`config.mk`:
```
export PLATFORM = sky130hd
export DESIGN_NAME = qlsf_fifo
export DESIGN_NICKNAME = d
export VERILOG_FILES = /design/src/hdl/qlsf_pkg.sv /design/src/hdl/qlsf_fifo.sv
export SDC_FILE = /design/constraint.sdc
export NUM_CORES = 1
export LEC_CHECK = 0
export ABC_AREA = 0
export BUFFER_PORTS_ARGS = -buffer_cell sky130_fd_sc_hd__buf_2
export CORE_ASPECT_RATIO = 2
export CORE_UTILIZATION = 46
export DETAILED_ROUTE_END_ITERATION = 12
export GPL_TIMING_DRIVEN = 1
export PLACE_DENSITY = 0.81
export SLEW_MARGIN = 20
export SYNTH_ARGS = -nofsm -noshare
export SYNTH_HDL_FRONTEND = slang
export SYNTH_SLANG_ARGS = --single-unit
export TNS_END_PERCENT = 50
```
`constraint.sdc`:
```
create_clock -name i_clk -period 1.9 [get_ports i_clk]
set_input_delay 0 -clock i_clk [delete_from_list [all_inputs] [get_ports i_clk]]
set_output_delay 0 -clock i_clk [all_outputs]
set_load 0.005 [all_outputs]
```
`src/hdl/qlsf_pkg.sv`:
```
// Shared types and constants for the quadratic least-squares fit block.
// No dependencies.
package qlsf_pkg;

    localparam int XW             = 12;
    localparam int CNT_W          = 9;
    localparam int SX_W           = 20;
    localparam int SX2_W          = 32;
    localparam int SX3_W          = 43;
    localparam int SX4_W          = 54;
    localparam int SY_W           = 20;
    localparam int SXY_W          = 32;
    localparam int SX2Y_W         = 43;
    localparam int COEF_W         = 32;
    localparam int ST_W           = 2;
    localparam int MAX_POINTS_DEF = 256;

    localparam logic [ST_W-1:0] ST_OK       = 2'd0;
    localparam logic [ST_W-1:0] ST_SINGULAR = 2'd1;
    localparam logic [ST_W-1:0] ST_OVERFLOW = 2'd2;

    typedef struct packed {
        logic signed [XW-1:0] x;
        logic signed [XW-1:0] y;
        logic                 last;
        logic                 drop;
    } t_item;

    typedef struct packed {
        logic [CNT_W-1:0]         cnt;
        logic signed [SX_W-1:0]   sx;
        logic signed [SX2_W-1:0]  sx2;
        logic signed [SX3_W-1:0]  sx3;
        logic signed [SX4_W-1:0]  sx4;
        logic signed [SY_W-1:0]   sy;
        logic signed [SXY_W-1:0]  sxy;
        logic signed [SX2Y_W-1:0] sx2y;
        logic                     dropped;
    } t_sums;

endpackage

```
`src/hdl/qlsf_fifo.sv`:
```
// Two-entry queue between the front end and the accumulator.
// Depends on qlsf_pkg.
module qlsf_fifo (
    input  logic            i_clk,
    input  logic            i_rst_n,
    input  logic            i_push,
    input  qlsf_pkg::t_item i_item,
    input  logic            i_pop,
    output logic            o_full,
    output logic            o_empty,
    output qlsf_pkg::t_item o_item
);
    qlsf_pkg::t_item r_mem [2];
    logic            r_wp;
    logic            r_rp;
    logic [1:0]      r_cnt;

    assign o_full  = (r_cnt == 2'd2);
    assign o_empty = (r_cnt == 2'd0);
    assign o_item  = r_mem[r_rp];

    always_ff @(posedge i_clk) begin
        if (i_push) begin
            r_mem[r_wp] <= i_item;
        end
    end

    always_ff @(posedge i_clk) begin
        if (!i_rst_n) begin
            r_wp  <= 1'b0;
            r_rp  <= 1'b0;
            r_cnt <= 2'd0;
        end else begin
            if (i_push) begin
                r_wp <= ~r_wp;
            end
            if (i_pop) begin
                r_rp <= ~r_rp;
            end
            case ({i_push, i_pop})
                2'b10:   r_cnt <= r_cnt + 2'd1;
                2'b01:   r_cnt <= r_cnt - 2'd1;
                default: r_cnt <= r_cnt;
            endcase
        end
    end
endmodule

```
==> results.md <==
* Met1 WL at 1276 um
* Num CTS Buffers at 9
* Final Hold Viols at 0
* Syn nets at 134
* Length of the first detailed-routing pass in iterations at 4
* Vias at 1,219
* Reg area at 1662 sq um
* Crit path arrival time at 1.36 ns
* Clk Latency, worst-skew pair at 0.32 ns
* Multi-input gate area at 407.9 sq um
* Reg power frac at 54.6%
* Clock Power Share at 33.5%
* Vias/cell at 4.688
* Pwr/cell area at 926.3 nW/um^2
* CP Max Fanout at 14
* Final Max Slew Viols at 0
* RSZ-0062 raised after global routing: false
* Top Layer Used: met4
* Number of cell rows at 34
* Post-CTS Resized at 0
* CTS tree: built
* Detailed placement HPWL at 2558 um
* Met2 wire length at 2301 um
* Die span in y at 97.23 um
* FF+latch count, synth at 57
* Critical Path Slowest Stage Cell: mux2_2
* Starting DRC count in detailed routing at 19
* Peak Freq at 0.7366 GHz
* Vias in the first global route at 1,336
* Setup TNS at 0 ns
* Pwr Total at 2.688 mW
* Final worst slack at 0.5423 ns
* Layout cells sized above 1 at 49.03%
* ANT cells at 0
* Endpoint type of the worst setup path: output port
* CP top delay family: multiplexers
* Die Span X at 49.62 um
* Non-Filler Instances at 260
* Slew headroom at 86.59%
* Ys Warns at 0
* Net switching power at 548.5 uW
* Overall die area at 4824 sq um
* Fin crit share at 71.46%
* Top-Level Pins at 58
* CTS root buffer: clkbuf_8
* Area Overhead vs Synth at 39.11%
* # DRC at 0
* Gate power share at 11.9%
* Crit Path Class: reg -> out
* Dpl cell area at 2471 sq um
* Setup-failing EPs final at 0
* Final ANT Viol Nets at 0
* Port Buf Inserts at 57
* DR WL/cell at 14.77 um
* Setup bufs post-CTS at 0
* Critical Path RT at 1.90 ns
* Worst clock skew at 0.003894 ns
* CTS Buffer Depth at 2
* CP cell instances: buf_4 -> mux2_2 -> buf_2
* Initial core utilization at 48.07%
* Final instance area at 2902 sq um
* Hold WC Path Type: in -> reg
* Cell Area, Synth at 2086 sq um
* Final net count at 232
* P_leak at 1.126 nW
* Initial antenna violation count at 0
* Outcome: finished clean
* Switching Fraction at 20.41%
* Worst-Margin Slew at 0.2012 ns
* Register area share after synthesis at 79.66%
* Bufs and invs on worst path at 2
* Avg Inst Size Synth at 20.25 sq um
* Htree depth at 3
* Core Area at 4339 sq um
* Dpl ws at 0.8352 ns
* WL met3 at 161 um
* Max cap viols at 0
* Wire length of the first global-routing pass at 5892 um
* Mapped Cells at 103
* Fill count at 327
* Setup crit start kind: flip-flop
* Dpl cells at 217
* P_int at 2.139 mW
* Crit path time final at 1.358 ns
* Yosys cell types at 16
* GRT Residual Overflow at 0
* Clock Sinks at 57
* Max VDD drop at 0.0006894 V
* Clock slew at reported path FFs at 0.05 ns
* Pin count of the biggest net entering global routing at 16
* Placer Congestion at 0.6596
* Gr usage total at 17.66%
* Routed WL at 3841 um
* CP max stage delay at 0.37 ns
[path summary, 6_finish.rpt]
kind / depth (start not counted) / endpoint / from / slack [ns]
worst max-delay path: 3 / o_item[6] / flip-flop / 0.54
worst min-delay path: 3 / r_wp / i_push / 0.03
worst max register to register: 2 / r_mem[1][18] / r_wp / 0.83
worst min register to register: 2 / r_cnt[1] / r_cnt[1] / 0.51
[layout make-up]
class	count	share of cell area (%)
multi-input cells	42	14.06
well taps	54	2.329
flip-flops and latches	57	57.27
inverters	1	0.1294
repair buffers	90	20.70
clock buffers	15	5.390
clock inverters	1	0.1294
[worst register-to-register path: stages (launching register included)]
cell	delay (ns)
dfxtp_1	0.36
and2_1	0.16
buf_4	0.24
[flip-flops by register name, summed over array words and instances, names as in the netlist, named ones only]
name,count
r_wp,1
r_cnt,2
r_mem,52
r_rp,1
[placed cells by master (no fill, tap or decap), types with 2 or more instances in the layout]
| master | instances |
|---|---|
| clkbuf_8 | 10 |
| edfxtp_1 | 52 |
| xnor2_1 | 2 |
| dlygate4sd3_1 | 27 |
| buf_2 | 57 |
| and2_1 | 4 |
| dfxtp_1 | 5 |
| buf_4 | 6 |
| mux2_2 | 26 |
| clkbuf_1 | 5 |
[cell usage after synthesis]
cell / number / area share, %
o21ai_0: 1 / 0.24
dfxtp_1: 5 / 4.8
ha_1: 1 / 0.60
or3_1: 1 / 0.30
nor2b_1: 1 / 0.30
inv_1: 1 / 0.18
mux2_2: 26 / 14
o21a_1: 1 / 0.36
xnor2_1: 2 / 0.84
nor2_1: 2 / 0.36
and2b_2: 1 / 0.42
a21boi_1: 1 / 0.36
edfxtp_1: 52 / 75
buf_2: 3 / 0.72
and2_1: 4 / 1.2
xor2_1: 1 / 0.42
[power by group through the flow]
stage               combinational, mW  clock [mW]  sequential [mW]
floorplan                       0.148           0             1.49
global placement                0.266           0             1.49
detailed placement              0.279           0             1.49
CTS                             0.323       0.924             1.47
global route                    0.346       0.980             1.47
finish                          0.319       0.900             1.47
[metal layers]
layer / track usage [%] / vias up
met1: 14.63 / 583
met4: 10.55 / 0
met5: 0 / -
met2: 33.78 / 35
met3: 5.164 / 11
li1: - / 590
[cells by family after synthesis]
kind of cell    after synthesis  share of synthesized area [%]
compound gates                3                         0.9598
xor+xnor                      3                          1.260
fa+ha+maj                     1                         0.5998
buf+inv                       4                         0.8994
flops                        57                          79.66
mux                          26                          14.04
simple gates                  9                          2.580
[per-stage QoR]
step | util (%) | hold WS [ns]
floorplan | - | 0.09887
global placement | 56.95 | 0.1892
detailed placement | 56.95 | 0.1937
CTS | 66.87 | 0.01641
global route | 66.87 | 0.02511
finish | 66.87 | 0.02623
[timing repair]
action / in CTS / in global routing
endpoints found under the hold margin: 57 / 0
hold buffers: 27 / 0
endpoints found under the setup margin: 0 / 0
No activity file was read; power rests on OpenSTA's default activity.
