### src/hdl/qlsf_pkg.sv
// Shared types and constants for the quadratic least-squares fit block.
// No dependencies.
package qlsf_pkg;

    localparam int XW             = 12;
    localparam int CNT_W          = 9;
    localparam int SX_W           = 20;
    localparam int SX2_W          = 32;
    localparam int SX3_W          = 43;
    localparam int SX4_W          = 54;
    localparam int SY_W           = 20;
    localparam int SXY_W          = 32;
    localparam int SX2Y_W         = 43;
    localparam int COEF_W         = 32;
    localparam int ST_W           = 2;
    localparam int MAX_POINTS_DEF = 256;

    localparam logic [ST_W-1:0] ST_OK       = 2'd0;
    localparam logic [ST_W-1:0] ST_SINGULAR = 2'd1;
    localparam logic [ST_W-1:0] ST_OVERFLOW = 2'd2;

    typedef struct packed {
        logic signed [XW-1:0] x;
        logic signed [XW-1:0] y;
        logic                 last;
        logic                 drop;
    } t_item;

    typedef struct packed {
        logic [CNT_W-1:0]         cnt;
        logic signed [SX_W-1:0]   sx;
        logic signed [SX2_W-1:0]  sx2;
        logic signed [SX3_W-1:0]  sx3;
        logic signed [SX4_W-1:0]  sx4;
        logic signed [SY_W-1:0]   sy;
        logic signed [SXY_W-1:0]  sxy;
        logic signed [SX2Y_W-1:0] sx2y;
        logic                     dropped;
    } t_sums;

endpackage

### src/hdl/qlsf_accum.sv
// Accumulator: power sums of one point set through a shared multiplier.
// Depends on qlsf_pkg; hands finished sets to qlsf_solve.
module qlsf_accum (
    input  logic            i_clk,
    input  logic            i_rst_n,
    input  logic            i_empty,
    input  qlsf_pkg::t_item i_item,
    input  logic            i_ready,
    output logic            o_pop,
    output logic            o_start,
    output qlsf_pkg::t_sums o_sums
);
    localparam logic [1:0] S_IDLE = 2'd0;
    localparam logic [1:0] S_MUL  = 2'd1;
    localparam logic [1:0] S_HAND = 2'd2;

    logic [1:0]                            r_state;
    logic [2:0]                            r_k;
    qlsf_pkg::t_item                       r_it;
    logic signed [23:0]                    r_x2;
    logic [qlsf_pkg::CNT_W-1:0]            r_cnt;
    logic signed [qlsf_pkg::SX_W-1:0]      r_sx;
    logic signed [qlsf_pkg::SX2_W-1:0]     r_sx2;
    logic signed [qlsf_pkg::SX3_W-1:0]     r_sx3;
    logic signed [qlsf_pkg::SX4_W-1:0]     r_sx4;
    logic signed [qlsf_pkg::SY_W-1:0]      r_sy;
    logic signed [qlsf_pkg::SXY_W-1:0]     r_sxy;
    logic signed [qlsf_pkg::SX2Y_W-1:0]    r_sx2y;
    logic                                  r_dropped;

    logic signed [23:0] w_opa;
    logic signed [23:0] w_opb;
    logic signed [47:0] w_prod;

    assign o_pop   = (r_state == S_IDLE) && !i_empty;
    assign o_start = (r_state == S_HAND) && i_ready;

    assign o_sums.cnt     = r_cnt;
    assign o_sums.sx      = r_sx;
    assign o_sums.sx2     = r_sx2;
    assign o_sums.sx3     = r_sx3;
    assign o_sums.sx4     = r_sx4;
    assign o_sums.sy      = r_sy;
    assign o_sums.sxy     = r_sxy;
    assign o_sums.sx2y    = r_sx2y;
    assign o_sums.dropped = r_dropped;

    always_comb begin
        w_opa = (r_k < 3'd2) ? 24'(r_it.x) : r_x2;
        case (r_k)
            3'd0:    w_opb = 24'(r_it.x);
            3'd1:    w_opb = 24'(r_it.y);
            3'd2:    w_opb = 24'(r_it.x);
            3'd3:    w_opb = 24'(r_it.y);
            default: w_opb = r_x2;
        endcase
        w_prod = w_opa * w_opb;
    end

    always_ff @(posedge i_clk) begin
        if (o_pop) begin
            r_it <= i_item;
        end
        if (r_state == S_MUL && r_k == 3'd0) begin
            r_x2 <= w_prod[23:0];
        end
    end

    always_ff @(posedge i_clk) begin
        if (!i_rst_n) begin
            r_state   <= S_IDLE;
            r_k       <= '0;
            r_cnt     <= '0;
            r_sx      <= '0;
            r_sx2     <= '0;
            r_sx3     <= '0;
            r_sx4     <= '0;
            r_sy      <= '0;
            r_sxy     <= '0;
            r_sx2y    <= '0;
            r_dropped <= 1'b0;
        end else begin
            unique case (r_state)
                S_IDLE: begin
                    if (o_pop) begin
                        r_k <= '0;
                        if (i_item.drop) begin
                            r_dropped <= 1'b1;
                            r_state   <= i_item.last ? S_HAND : S_IDLE;
                        end else begin
                            r_state <= S_MUL;
                        end
                    end
                end
                S_MUL: begin
                    r_k <= r_k + 3'd1;
                    case (r_k)
                        3'd0: begin
                            r_cnt <= r_cnt + qlsf_pkg::CNT_W'(1);
                            r_sx  <= r_sx + qlsf_pkg::SX_W'(r_it.x);
                            r_sy  <= r_sy + qlsf_pkg::SY_W'(r_it.y);
                            r_sx2 <= r_sx2 + qlsf_pkg::SX2_W'(w_prod);
                        end
                        3'd1: r_sxy  <= r_sxy + qlsf_pkg::SXY_W'(w_prod);
                        3'd2: r_sx3  <= r_sx3 + qlsf_pkg::SX3_W'(w_prod);
                        3'd3: r_sx2y <= r_sx2y + qlsf_pkg::SX2Y_W'(w_prod);
                        default: begin
                            r_sx4   <= r_sx4 + qlsf_pkg::SX4_W'(w_prod);
                            r_state <= r_it.last ? S_HAND : S_IDLE;
                        end
                    endcase
                end
                S_HAND: begin
                    if (i_ready) begin
                        r_cnt     <= '0;
                        r_sx      <= '0;
                        r_sx2     <= '0;
                        r_sx3     <= '0;
                        r_sx4     <= '0;
                        r_sy      <= '0;
                        r_sxy     <= '0;
                        r_sx2y    <= '0;
                        r_dropped <= 1'b0;
                        r_state   <= S_IDLE;
                    end
                end
                default: r_state <= S_IDLE;
            endcase
        end
    end
endmodule

### config.mk
export PLATFORM = sky130hd
export DESIGN_NAME = qlsf_accum
export DESIGN_NICKNAME = d
export VERILOG_FILES = /design/src/hdl/qlsf_pkg.sv /design/src/hdl/qlsf_accum.sv
export SDC_FILE = /design/constraint.sdc
export NUM_CORES = 2
export LEC_CHECK = 0
export ABC_AREA = 1
export BUFFER_PORTS_ARGS = -buffer_cell sky130_fd_sc_hd__buf_2
export CORE_MARGIN = 10
export CORE_UTILIZATION = 23
export CTS_BUF_LIST = sky130_fd_sc_hd__clkbuf_16
export DETAILED_ROUTE_END_ITERATION = 12
export GPL_ROUTABILITY_DRIVEN = 0
export RECOVER_POWER = 100
export SLEW_MARGIN = 20
export SYNTH_ARGS = -nofsm -noshare
export SYNTH_HDL_FRONTEND = slang
export SYNTH_SLANG_ARGS = --single-unit
### constraint.sdc
create_clock -name i_clk -period 17.7 [get_ports i_clk]
set_input_delay 2.655 -clock i_clk [delete_from_list [all_inputs] [get_ports i_clk]]
set_output_delay 2.655 -clock i_clk [all_outputs]
set_load 0.05 [all_outputs]
==> out/metrics.yaml <==
floorplanning:
  die_width_um: 475
  die_h_um: 475
  pin_count: 286
  cell_rows: 166
  dieArea_mm2: 0.226
  core-area_mm2: 0.205
  initial_utilization_pct: 23.2
sta:
  final_max_slew_viol_count: 460
  setup_repair_after_global_routing_missed_its_margin: "false"
  final-setup-viol-count: 0
  max_freq_mhz: 68.3
  final_period_util_pct: 82.7
  timing.final.ws_setup_ns: 3.06
  period_minus_slack_ns: 14.64
  max-slew-margin-rel_pct: -155
  clock-skew-final_ns: 0.0832
  tns_ns: 0
  timing.final.hold_violations: 0
  max_slew.worst_pin.slew_ns: 3.83
finish:
  final_layout_size_suffix_gt1_share_pct: 3.31
  layout_common_cells: "sky130_fd_sc_hd__nand2_1, sky130_fd_sc_hd__inv_1, sky130_fd_sc_hd__nor2_1"
  nNetsFinal: 8029
  layout_commonest_cell: "sky130_fd_sc_hd__nand2_1"
  area.growth.synth_to_final_pct: 12.1
global_routing:
  via_count_of_the_first_global_routing_pass: 47400
  pin_count_of_the_biggest_net_entering_global_routing: 88
  grt_use_total_pct: 17.1
  first_pass_grt_wire_length_mm: 297
  grt_antenna_before_repair: 6
  grt_remaining_overflow: 0
worst_setup_path:
  biggest_cell_delay_along_the_critical_path_ns: 1.99
  critPathLaunchType: "flip-flop"
  critical-path-slowest-cell: "sky130_fd_sc_hd__nor2_1"
  worstPathMaxFanout: 23
  worst_setup_path_end_kind: "flip-flop"
  critical_setup_path_kind: "reg2reg"
  worstReg2RegEnd: "r_sx4[44]"
  timing.critical_path.mode_cell: "sky130_fd_sc_hd__inv_1"
  reg2reg_setup_slack_ns: 3.06
  worst_ep_arrival_time_ns: 14.99
  r2r.worst_path.cells: 42
  worst_r2r_startpoint: "r_k[1]"
  critical_path_required_ns: 18.05
synthesis:
  dominant_combinational_cell_family_by_area_after_synthesis: "adder cells"
  synth_seq_area_share_pct: 14.0
  postSynth.asyncResetShare_pct: 0
  synth_ff_type: "sky130_fd_sc_hd__dfxtp_1"
  synth_adder_area_share_pct: 35.8
  ys_types: 53
  yosys_register_bits: 308
  post_synth_instance_area_mm2: 0.0476
  synth_fp_nets: 7781
  post_synthesis_share_of_cell_area_spent_on_xor_and_xnor_gates_pct: 0.938
  post_synth_mux_area_share_pct: 0
  synthesis.instances: 6758
  synth-edff-count: 49
  synth-simple-area-share_pct: 24.3
  synth_area_per_cell_um2: 7.04
  synth_warn: 0
  complex_gate_fraction_of_the_synthesized_area_pct: 14.2
min_path:
  hold-path-endpoint: "r_dropped"
  worst_hold_path_type: "reg2reg"
  hp-start: "r_dropped"
  holdPathStages: 2
route:
  postRouteWirelength_mm: 197
  detail_route.drc_violations: 0
  highest-signal-layer: "met5"
  avgRoutedWirePerCell_um: 20.3
  drtAntennaViolNets: 0
  drt_pass1_iterations: 6
  via_count: 47800
  met2_wirelength_mm: 84.9
  detail_route.vias_per_cell: 4.91
  drt_iter0_drc: 4718
  route.layer.met1.wl_mm: 80.6
  met3RoutedLength_mm: 21.8
place:
  dpl.hpwl_mm: 164
  place.port_buffers: 285
  dp_slack_ns: 5.62
clock_tree:
  clkSinkCount: 308
  cts_hold_buf: 0
  worst_skew_pair.late_latency_ns: 0.65
  clk_transition_reported_paths_ns: 0.06
  cts_repair_resize_count: 0
  clk_path_buf_depth: 3
  clock_tree.root_cell: "sky130_fd_sc_hd__clkbuf_16"
  numCtsBuffers: 41
  cts-htree-levels: 2
  postCtsSetupBuffers: 0
  tritoncts_clock_tree: "done"
run_status:
  run_status: "complete, but fails checks"
  failing_checks: "max-capacitance violations, max-slew violations"
job:
  maxCapViolations: 13
flip-flops by register name (all words and copies together), names as in the netlist:
signal and cells:
r_sx4 54, r_it 25, r_cnt 9, r_sxy 32, r_sx 20, r_x2 24
r_state 2, r_sx2 32, r_sy 20, r_dropped 1, r_sx2y 43, r_k 3
r_sx3 43
worst max path at each step:
stage	cells past startpoint	slack (ns)	start	end
floorplan	46	8.91	r_k[0]	r_sx4[53]
global placement	46	5.77	r_k[1]	r_sx4[44]
detailed placement	46	5.62	r_k[0]	r_sx4[44]
CTS	46	5.57	r_k[0]	r_sx4[44]
global route	46	2.41	r_k[1]	r_sx4[36]
finish	42	3.06	r_k[1]	r_sx4[44]
metal layers:
| metal | global-route usage (%) | up-vias |
|---|---|---|
| li1 | - | 22000 |
| met1 | 21.9 | 22900 |
| met2 | 26.4 | 2413 |
| met3 | 5.16 | 491 |
| met4 | 7.37 | 6 |
| met5 | 0 | - |
synthesized netlist by cell type, types with 3 or more instances:
| cell | n | area (µm²) |
|---|---|---|
| sky130_fd_sc_hd__nand3_1 | 288 | 1440 |
| sky130_fd_sc_hd__nor3_1 | 51 | 255 |
| sky130_fd_sc_hd__and2_1 | 4 | 25.0 |
| sky130_fd_sc_hd__a211oi_1 | 7 | 52.6 |
| sky130_fd_sc_hd__nor3b_1 | 4 | 30.0 |
| sky130_fd_sc_hd__edfxtp_1 | 49 | 1470 |
| sky130_fd_sc_hd__a21o_1 | 41 | 308 |
| sky130_fd_sc_hd__o22ai_1 | 3 | 18.8 |
| sky130_fd_sc_hd__o31ai_1 | 3 | 22.5 |
| sky130_fd_sc_hd__xnor2_1 | 26 | 228 |
| sky130_fd_sc_hd__nand2_1 | 1543 | 5790 |
| sky130_fd_sc_hd__buf_2 | 41 | 205 |
| sky130_fd_sc_hd__a21oi_4 | 4 | 65.1 |
| sky130_fd_sc_hd__o21a_1 | 16 | 120 |
| sky130_fd_sc_hd__o21ai_0 | 317 | 1590 |
| sky130_fd_sc_hd__inv_1 | 1160 | 4350 |
| sky130_fd_sc_hd__a21oi_1 | 675 | 3380 |
| sky130_fd_sc_hd__nand3b_1 | 29 | 218 |
| sky130_fd_sc_hd__nand4_1 | 59 | 369 |
| sky130_fd_sc_hd__buf_6 | 4 | 45.0 |
| sky130_fd_sc_hd__dfxtp_1 | 259 | 5180 |
| sky130_fd_sc_hd__clkbuf_1 | 103 | 387 |
| sky130_fd_sc_hd__or2_2 | 33 | 206 |
| sky130_fd_sc_hd__o21ai_1 | 10 | 50.1 |
| sky130_fd_sc_hd__nor4_1 | 21 | 131 |
| sky130_fd_sc_hd__and3_1 | 18 | 113 |
| sky130_fd_sc_hd__a21boi_0 | 37 | 278 |
| sky130_fd_sc_hd__fa_1 | 615 | 12300 |
| sky130_fd_sc_hd__a31oi_1 | 33 | 206 |
| sky130_fd_sc_hd__o21bai_1 | 47 | 353 |
| sky130_fd_sc_hd__a21oi_2 | 12 | 105 |
| sky130_fd_sc_hd__inv_2 | 16 | 60.1 |
| sky130_fd_sc_hd__xor2_1 | 25 | 219 |
| sky130_fd_sc_hd__nor2_1 | 774 | 2910 |
| sky130_fd_sc_hd__ha_1 | 378 | 4730 |
| sky130_fd_sc_hd__o211ai_1 | 13 | 97.6 |
| sky130_fd_sc_hd__nor2_4 | 4 | 45.0 |
| sky130_fd_sc_hd__clkinv_1 | 13 | 48.8 |
cell type report:
class	count	area (µm²)
fill	22700	152000
antenna	3	7.51
multi-input combinational	5109	35900
clock inverter	31	289
inverter	1189	4460
sequential	308	6660
tap	2688	3360
timing repair buffer	357	1570
clock buffer	43	1080
stage by stage:
stage	std cells	util, %	hold slack (ns)	instance area (µm²)
after detailed placement	9650	25.6	0.450	52500
after floorplan	6758	-	0.430	47600
after global routing	9725	26.0	0.481	53400
final	9728	26.0	0.464	53400
after CTS	9724	26.2	0.460	53900
after global placement	9650	25.6	0.442	52500
cells by family after synthesis:
logic type               Yosys count
AO/OA/AOI/OAI                   1231
XOR/XNOR                          51
adder cells (fa/ha/maj)          993
buffers and inverters           1341
flip-flops                       308
AND/OR/NAND/NOR                 2834
worst max-delay path, delay by kind of cell (launching register included):
kind	cells	cell delay, ns
AOI/OAI and AO/OA	9	2.70
xor gates and xnor gates	1	1.35
adders and majority gates	10	4.09
buffers and inverters	8	1.88
DFF	1	0.39
and+or+nand+nor	14	3.91
Power is not shown: default switching activity piles up to over one toggle a cycle in this logic, so the estimate is an artifact.
