## config.mk

```make
export PLATFORM = sky130hd
export DESIGN_NAME = qlsf_front
export DESIGN_NICKNAME = d
export VERILOG_FILES = /design/src/hdl/qlsf_pkg.sv /design/src/hdl/qlsf_front.sv
export SDC_FILE = /design/constraint.sdc
export NUM_CORES = 1
export LEC_CHECK = 0
export ABC_AREA = 1
export ABC_CLOCK_PERIOD_IN_PS = 2740
export BUFFER_PORTS_ARGS = -buffer_cell sky130_fd_sc_hd__buf_2
export CAP_MARGIN = 5
export CORE_MARGIN = 2
export CORE_UTILIZATION = 43
export DETAILED_ROUTE_END_ITERATION = 8
export PLACE_DENSITY = 0.83
export SYNTH_ARGS = -nofsm -noshare
export SYNTH_HDL_FRONTEND = slang
export SYNTH_SLANG_ARGS = --single-unit
```

## constraint.sdc

```tcl
create_clock -name i_clk -period 2.74 [get_ports i_clk]
set_input_delay 0.548 -clock i_clk [delete_from_list [all_inputs] [get_ports i_clk]]
set_output_delay 0.548 -clock i_clk [all_outputs]
set_load 0.01 [all_outputs]
```

## src/hdl/qlsf_pkg.sv

```systemverilog
// Shared types and constants for the quadratic least-squares fit block.
// No dependencies.
package qlsf_pkg;

    localparam int XW             = 12;
    localparam int CNT_W          = 9;
    localparam int SX_W           = 20;
    localparam int SX2_W          = 32;
    localparam int SX3_W          = 43;
    localparam int SX4_W          = 54;
    localparam int SY_W           = 20;
    localparam int SXY_W          = 32;
    localparam int SX2Y_W         = 43;
    localparam int COEF_W         = 32;
    localparam int ST_W           = 2;
    localparam int MAX_POINTS_DEF = 256;

    localparam logic [ST_W-1:0] ST_OK       = 2'd0;
    localparam logic [ST_W-1:0] ST_SINGULAR = 2'd1;
    localparam logic [ST_W-1:0] ST_OVERFLOW = 2'd2;

    typedef struct packed {
        logic signed [XW-1:0] x;
        logic signed [XW-1:0] y;
        logic                 last;
        logic                 drop;
    } t_item;

    typedef struct packed {
        logic [CNT_W-1:0]         cnt;
        logic signed [SX_W-1:0]   sx;
        logic signed [SX2_W-1:0]  sx2;
        logic signed [SX3_W-1:0]  sx3;
        logic signed [SX4_W-1:0]  sx4;
        logic signed [SY_W-1:0]   sy;
        logic signed [SXY_W-1:0]  sxy;
        logic signed [SX2Y_W-1:0] sx2y;
        logic                     dropped;
    } t_sums;

endpackage

```

## src/hdl/qlsf_front.sv

```systemverilog
// Front end: accepts points, tracks the per-set count and marks overflow points.
// Depends on qlsf_pkg.
module qlsf_front #(
    parameter int MAX_POINTS = qlsf_pkg::MAX_POINTS_DEF
) (
    input  logic                         i_clk,
    input  logic                         i_rst_n,
    input  logic                         start,
    input  logic signed [qlsf_pkg::XW-1:0] i_x_value,
    input  logic signed [qlsf_pkg::XW-1:0] i_y_value,
    input  logic                         i_last_point,
    input  logic                         i_full,
    output logic                         busy,
    output logic                         o_push,
    output qlsf_pkg::t_item              o_item
);
    localparam int CW = $clog2(MAX_POINTS + 1);

    logic [CW-1:0] r_cnt;
    logic          w_drop;

    assign busy   = i_full;
    assign o_push = start && !i_full;
    assign w_drop = (r_cnt == CW'(MAX_POINTS));

    assign o_item.x    = i_x_value;
    assign o_item.y    = i_y_value;
    assign o_item.last = i_last_point;
    assign o_item.drop = w_drop;

    always_ff @(posedge i_clk) begin
        if (!i_rst_n) begin
            r_cnt <= '0;
        end else if (o_push) begin
            if (i_last_point) begin
                r_cnt <= '0;
            end else if (!w_drop) begin
                r_cnt <= r_cnt + CW'(1);
            end
        end
    end
endmodule

```

==> flow_summary.json, run 1 <==
{
  "drc": 0,
  "firstDrtPassIters": 4,
  "fin_crit_sh": 0.679,
  "cts_made_buffers": 3,
  "ys_top_cells_by_area": "buf_4, dfxtp_1, nand2_1",
  "hold_class": "reg -> reg",
  "nets": 145,
  "synth_top_area_frac": 0.248,
  "synthTopCellsByCount": "buf_4, nand2_1, nor2_1",
  "r2r-start": "r_cnt[0]",
  "postSynth.asyncResetShare": 0,
  "drt_iter0_drc": 22,
  "netlist-cell-type-count": 19,
  "die_h_um": 47.6,
  "fmax_ghz": 0.538,
  "synth-main-ff-cell": "dfxtp_1",
  "synth-warning-count": 0,
  "worst_pin_slew_ns": 0.254,
  "dp_hpwl_um": 1100,
  "antenna_found_initial": 0,
  "drt-total-wl_um": 1430,
  "dieArea_um2": 2260,
  "antennaDiodeCount": 0,
  "postCtsSetupBuffers": 0,
  "setup_viol": 0,
  "drive_gt1_frac": 0.212,
  "critical_path_arrival_ns": 1.31,
  "cts_resized": 0,
  "crit_path_max_fanout": 5,
  "maxSlewViolCount": 0,
  "clk_latency_ns": 0.26,
  "cts_sinks": 9,
  "worstPathBufferInverterCount": 2,
  "wl_per_cell_um": 10.4,
  "grt_pass1_vias": 507,
  "io_pins": 57,
  "postLayoutCellArea_um2": 691,
  "power_density_nw_per_um2": 428,
  "cp-end-kind": "output pin",
  "critical_path_class": "reg -> out",
  "port_buffers": 8,
  "core_um2": 1760,
  "hold_viol": 0,
  "dpl_cell_area_um2": 664,
  "cts_tree": "built",
  "cp.required_ns": 2.19,
  "syn_area_um2": 817,
  "leakagePower_nw": 0.339,
  "initial_core_util": 0.463,
  "postCtsHoldBufs": 0,
  "finalCriticalPeriod_ns": 1.86,
  "hp-start": "r_cnt[6]",
  "status": "finished clean",
  "grt_pass1_wl_um": 2040,
  "max_stage_delay_ns": 0.34,
  "largest_reg_flops": 9,
  "ir_drop_mv": 0.217,
  "die_w_um": 47.6,
  "ys_seq_elements": 9,
  "regMostFlops": "r_cnt",
  "syn2layout_area_growth_pct": -15.5,
  "n_fill_cell": 199,
  "setup_tns_ns": 0,
  "grt_max_degree": 14,
  "post_drt_via_cell_ratio": 4.70,
  "grt_setup_unrepaired": "false",
  "slowest_stage": "dfxtp_1",
  "routabilityCongestion": 0.864,
  "maxCapViolCount": 0,
  "synth_edf_count": 0,
  "synth_seq_area_share": 0.221,
  "grt_use_total": 0.134,
  "synth_cells": 131,
  "crit_chain": "inv_1 > ha_1 > nand2_1 > nor4_1 > buf_2",
  "drtAntennaViolNets": 0,
  "max_slew_margin": 0.830,
  "cp_top_family": "flip-flops",
  "finClkSkew_ns": 0.00291,
  "cts_max_level": 1,
  "crit_start": "r_cnt[0]",
  "synth_nets": 162,
  "crit_path_start_kind": "register",
  "yosysTopAreaCell": "buf_4",
  "syn_avg_cell_area_um2": 6.24,
  "vias": 649,
  "cts_buffer_depth": 2,
  "top_regs": "r_cnt x9",
  "row_count": 15,
  "root_buffer": "clkbuf_4",
  "clkTransAtPathRegs_ns": 0.06,
  "grt_overflow_total": 0
}
[worst register-to-register path, stage by stage, from the launching register on]
cell and delay, ns:
dfxtp_1 0.34, inv_1 0.07, ha_1 0.13, nand2_1 0.06, nor2_1 0.13, nand3_2 0.12, nand2_2 0.23, inv_1 0.12
nor2_1 0.10, nor2_1 0.05
[path summary, 6_finish.rpt]
| kind | endpoint | slack, ns | depth (start not counted) |
|---|---|---|---|
| worst min-delay path | r_cnt[6] | 0.53 | 2 |
| worst max register to register | r_cnt[0] | 1.29 | 9 |
| worst min register to register | r_cnt[6] | 0.53 | 2 |
| worst max-delay path | o_item[0] | 0.88 | 5 |
[layout make-up]
cell class	count	area, µm²	area share
tap	25	31.3	0.0453
timing repair buffer	8	40.0	0.0580
clock buffer	4	26.3	0.0380
multi-input combinational	75	349	0.505
inverter	17	63.8	0.0924
sequential	9	180	0.261
[logic make-up (layout without fill, tap and decap cells)]
kind of cell | Yosys count | count (layout) | synth area share
buf+inv | 47 | 29 | 0.352
simple gates | 61 | 61 | 0.320
flops | 9 | 9 | 0.221
fa+ha+maj | 2 | 2 | 0.0306
compound gates | 12 | 12 | 0.0766
[routing by layer]
layer,GRT usage,up-vias,wire (µm)
met2,0.211,31,643
met4,0.0865,0,23
li1,-,338,-
met5,0,-,0
met3,0.0642,6,141
met1,0.144,274,623
[layout by cell type (no fill, tap or decap), types with 3 or more instances in the layout]
master    Yosys  routed
inv_2         6       6
nor2_1       19      19
nand3_1       6       6
nand2_1      27      27
o21ai_1       3       3
nor2_2        3       3
a21oi_1       7       7
buf_2         2       8
inv_1        11      11
clkbuf_4      0       3
dfxtp_1       9       9
nand2_2       3       3
[report_power, final]
part / total (W) / switching (W) / internal (W) / leakage (nW)
Combinational: 0.0000489 / 0.0000308 / 0.0000182 / 0.250
Sequential: 0.000142 / 0.00000560 / 0.000137 / 0.0735
Clock: 0.000104 / 0.0000481 / 0.0000562 / 0.0150
[per-stage QoR]
stage	power [W]	setup WS [ns]	cells	util	hold slack [ns]
after floorplan	0.000222	1.22	131	-	0.498
after global placement	0.000192	1.19	134	0.377	0.521
after detailed placement	0.000194	1.17	134	0.377	0.524
after CTS	0.000299	0.879	138	0.391	0.530
after global routing	0.000314	0.770	138	0.391	0.587
final	0.000296	0.881	138	0.391	0.532
No activity file was read; power rests on OpenSTA's default activity.
==> run 2, diff against run 1 <==
- ABC_CLOCK_PERIOD_IN_PS: 2740 -> 1850
- CORE_ASPECT_RATIO: unset -> 1.5
- CORE_UTILIZATION: 43 -> 40
- PLACE_DENSITY: 0.83 -> 0.78
- clock period: 2.74 -> 1.85 ns (I/O delays scaled with it)
==> run 2 against run 1 <==
Net effect: via count increased by 2.8%; sequential power is 49% higher; routed wire length is 2.4% higher; critical path type unchanged.
==> flow_summary.json, run 2 (synthesized netlist as in run 1, its figures left out) <==
{
  "largest_reg_flops": 9,
  "cts_tree": "built",
  "seq_area_um2": 180,
  "r2r_cells": 10,
  "final_common_cell": "nand2_1",
  "clkTransAtPathRegs_ns": 0.06,
  "hold-worst-slack_ns": 0.406,
  "regMostFlops": "r_cnt",
  "firstDrtPassIters": 4,
  "cts_max_level": 1,
  "maxSlewViolCount": 0,
  "antenna_found_initial": 0,
  "post_drt_via_cell_ratio": 4.94,
  "grt_pass1_vias": 612,
  "nets": 145,
  "dp_hpwl_um": 1120,
  "core_um2": 1980,
  "hold_class": "in -> reg",
  "finalCriticalPeriod_ns": 1.62,
  "worst_pin_slew_ns": 0.244,
  "setup_viol": 0,
  "drt-total-wl_um": 1470,
  "comb_power_share": 0.167,
  "postLayoutCellArea_um2": 693,
  "n_fill_cell": 233,
  "clkPwrFrac": 0.361,
  "utilization": 0.351,
  "power_density_nw_per_um2": 646,
  "io_pins": 57,
  "final_cell_mix": "nand2_1, nor2_1, inv_1, dfxtp_1, buf_2",
  "root_buffer": "clkbuf_4",
  "drtAntennaViolNets": 0,
  "status": "finished clean",
  "seqPwrFrac": 0.471,
  "cts_sinks": 9,
  "critical_path_arrival_ns": 1.25,
  "drc": 0,
  "p_switching_w": 0.000134,
  "crit_path_max_fanout": 5,
  "max_slew_margin": 0.837,
  "routabilityCongestion": 0.732,
  "hold_viol": 0,
  "top_regs": "r_cnt x9",
  "crit_path_start_kind": "register",
  "finClkSkew_ns": 0.00281,
  "setup_tns_ns": 0,
  "leakagePower_nw": 0.339,
  "drive_gt1_frac": 0.221,
  "maxCapViolCount": 0,
  "swShare": 0.299,
  "finalPower_w": 0.000448,
  "grt_setup_unrepaired": "false",
  "clk_latency_ns": 0.27,
  "internal_power_w": 0.000314,
  "ir_drop_mv": 0.242,
  "grt_overflow_total": 0,
  "syn2layout_area_growth_pct": -15.2,
  "port_buffers": 8,
  "hold_depth": 3,
  "cts_buffer_depth": 2,
  "row_count": 20,
  "fmax_ghz": 0.618,
  "drt_iter0_drc": 6,
  "grt_max_degree": 14,
  "antennaDiodeCount": 0,
  "cp-end-kind": "output pin",
  "die_h_um": 59.4,
  "grt_pass1_wl_um": 2310,
  "fin_crit_sh": 0.875,
  "dieArea_um2": 2430,
  "postCtsHoldBufs": 0,
  "critical_path_class": "reg -> out",
  "cp.required_ns": 1.48,
  "grt_use_total": 0.141,
  "cts_resized": 0,
  "cts_made_buffers": 3,
  "postCtsSetupBuffers": 0,
  "initial_core_util": 0.413,
  "vias": 667,
  "wl_per_cell_um": 10.9,
  "dpl_cell_area_um2": 661,
  "multi_input_area_um2": 355,
  "die_w_um": 40.9
}
## run 2: cell types whose count changed in the layout (fill, tap and decap cells not counted)
cell / delta
nor4_1: -1
nor4_2: +1
## run 2: path summary, 6_finish.rpt
path                  from        end  slack, ns
setup reg to reg  r_cnt[0]   r_cnt[6]       0.38
setup / recovery  r_cnt[0]  o_item[0]       0.23
hold / removal     i_rst_n   r_cnt[6]       0.41
hold reg to reg   r_cnt[0]   r_cnt[0]       0.54
## run 2: layout make-up
class,instances,share of cell area
Multi-Input combinational cell,75,0.513
Tap cell,22,0.0397
Sequential cell,9,0.260
Inverter,17,0.0921
Timing Repair Buffer,8,0.0578
Clock buffer,4,0.0379
## run 2: per-layer routing
layer / routed length (µm) / GRT usage / vias to the layer above / share of wire
met5: 0 / 0 / - / 0
met1: 541 / 0.138 / 295 / 0.37
met3: 85 / 0.0301 / 9 / 0.058
met4: 65 / 0.129 / 0 / 0.044
li1: - / - / 333 / -
met2: 772 / 0.228 / 30 / 0.53
## run 2: power groups by stage
stage / clock network, W / registers, W / logic, W
after floorplan: 0 / 0.000214 / 0.000116
after global placement: 0 / 0.000215 / 0.0000698
after detailed placement: 0 / 0.000215 / 0.0000728
after CTS: 0.000164 / 0.000211 / 0.0000731
after global routing: 0.000175 / 0.000212 / 0.0000873
final: 0.000162 / 0.000211 / 0.0000748
## run 2: metrics by stage
step | setup slack (ns) | cells
2_1_floorplan | 0.512 | 131
3_3_place_gp | 0.448 | 131
3_5_place_dp | 0.342 | 131
4_1_cts | 0.0373 | 135
5_1_grt | 0.0920 | 135
6_report | 0.231 | 135
## run 2: worst max-delay path, cell delays in order, from the launching register on
cell and delay [ns]:
dfxtp_1 0.34, inv_1 0.08, ha_1 0.14, nand2_1 0.08
nor4_2 0.16, buf_2 0.17
==> run 3, diff against run 2 <==
- BUFFER_PORTS_ARGS: -buffer_cell sky130_fd_sc_hd__buf_2 -> unset
- CORE_ASPECT_RATIO: 1.5 -> unset
- CORE_UTILIZATION: 40 -> 60
- DONT_BUFFER_PORTS: unset -> 1
- PLACE_DENSITY: 0.78 -> 0.76
==> run 3 against run 2 <==
Net effect: register-to-register slack gained 0.02 ns; total power is 2.6% lower; sequential cell count did not move; sequential share of layout area rose by 2.0 points; utilization up 15 points.
==> flow_summary.json, run 3 (synthesized netlist as in run 1, its figures left out) <==
{
  "fin_crit_sh": 0.891,
  "cts_sinks": 9,
  "drtAntennaViolNets": 0,
  "grt_pass1_wl_um": 2050,
  "clkPwrFrac": 0.383,
  "dp_hpwl_um": 1000,
  "hold-worst-slack_ns": 0.211,
  "grt_max_degree": 14,
  "vias": 623,
  "power_density_nw_per_um2": 677,
  "setup_tns_ns": 0,
  "drt_iter0_drc": 7,
  "routabilityCongestion": 0.770,
  "grt_overflow_total": 0,
  "clkTransAtPathRegs_ns": 0.07,
  "leakagePower_nw": 0.305,
  "core_um2": 1280,
  "maxSlewViolCount": 0,
  "grt_use_total": 0.196,
  "max_slew_margin": 0.775,
  "drive_gt1_frac": 0.162,
  "setup_viol": 0,
  "grt_pass1_vias": 479,
  "p_switching_w": 0.000128,
  "largest_reg_flops": 9,
  "postCtsSetupBuffers": 0,
  "finalNonFillerCells": 120,
  "regMostFlops": "r_cnt",
  "antenna_found_initial": 0,
  "hold_class": "in -> reg",
  "clk_latency_ns": 0.28,
  "swShare": 0.294,
  "final_cell_mix": "nand2_1, nor2_1, inv_1, dfxtp_1, a21oi_1",
  "drt-total-wl_um": 1420,
  "port_buffers": 0,
  "worst_pin_slew_ns": 0.334,
  "maxCapViolCount": 0,
  "dieArea_um2": 1670,
  "hold_viol": 0,
  "syn2layout_area_growth_pct": -21.1,
  "crit_path_max_fanout": 5,
  "firstDrtPassIters": 4,
  "post_drt_via_cell_ratio": 5.19,
  "row_count": 13,
  "internal_power_w": 0.000308,
  "antennaDiodeCount": 0,
  "ir_drop_mv": 0.372,
  "cts_tree": "built",
  "crit_path_start_kind": "register",
  "cp-end-kind": "output pin",
  "cts_made_buffers": 3,
  "die_w_um": 40.9,
  "cp.required_ns": 1.48,
  "die_h_um": 40.9,
  "seqPwrFrac": 0.484,
  "critical_path_arrival_ns": 1.28,
  "status": "finished clean",
  "placed_cells": 116,
  "cts_resized": 0,
  "grt_setup_unrepaired": "false",
  "critical_path_class": "reg -> out",
  "cts_buffer_depth": 2,
  "nets": 137,
  "final_common_cell": "nand2_1",
  "finClkSkew_ns": 0.00384,
  "fmax_ghz": 0.607,
  "comb_power_share": 0.134,
  "wl_per_cell_um": 11.8,
  "top_regs": "r_cnt x9",
  "finalCriticalPeriod_ns": 1.65,
  "initial_core_util": 0.636,
  "drc": 0,
  "root_buffer": "clkbuf_4",
  "postCtsHoldBufs": 0,
  "io_pins": 57,
  "cts_max_level": 1
}
run 3: worst max-delay path, stage by stage (launching register included):
cell	delay, ns
dfxtp_1	0.35
inv_1	0.07
ha_1	0.14
nand2_1	0.07
nor4_2	0.38
run 3: area by class of cell:
class                   instances  area [µm²]
well taps                      15        18.8
clock buffers                   4        26.3
flip-flops and latches          9         180
inverters                      17        63.8
fillers                       129         641
multi-input cells              75         355
run 3: path summary, 6_finish.rpt:
kind	end	depth (start not counted)	slack, ns	startpoint
worst max-delay path	o_item[0]	4	0.20	r_cnt[0]
worst min register to register	r_cnt[6]	2	0.53	r_cnt[6]
worst min-delay path	r_cnt[6]	2	0.21	i_rst_n
worst max register to register	r_cnt[0]	9	0.40	r_cnt[0]
run 3: power groups by stage:
stage	Combinational (W)	Clock (W)	Sequential, W
finish	0.0000583	0.000167	0.000211
global route	0.0000667	0.000180	0.000212
CTS	0.0000565	0.000169	0.000211
detailed placement	0.0000560	0	0.000215
global placement	0.0000554	0	0.000215
floorplan	0.000116	0	0.000214
run 3: per-stage QoR:
| stage | utilization | cell area (µm²) | setup slack [ns] | total power, W |
|---|---|---|---|---|
| 5_1_grt | 0.501 | 644 | 0.0960 | 0.000459 |
| 3_5_place_dp | 0.476 | 612 | 0.391 | 0.000271 |
| 4_1_cts | 0.497 | 638 | 0.0839 | 0.000437 |
| 2_1_floorplan | - | 817 | 0.512 | 0.000329 |
| 3_3_place_gp | 0.476 | 612 | 0.404 | 0.000270 |
| 6_report | 0.501 | 644 | 0.202 | 0.000436 |
run 3: routing by layer:
layer  up-vias  part of all wire  GRT usage
met1       253              0.42      0.212
met5         -                 0          0
met3        13              0.11      0.103
met4         0             0.031      0.117
met2        30              0.44      0.297
li1        327                 -          -
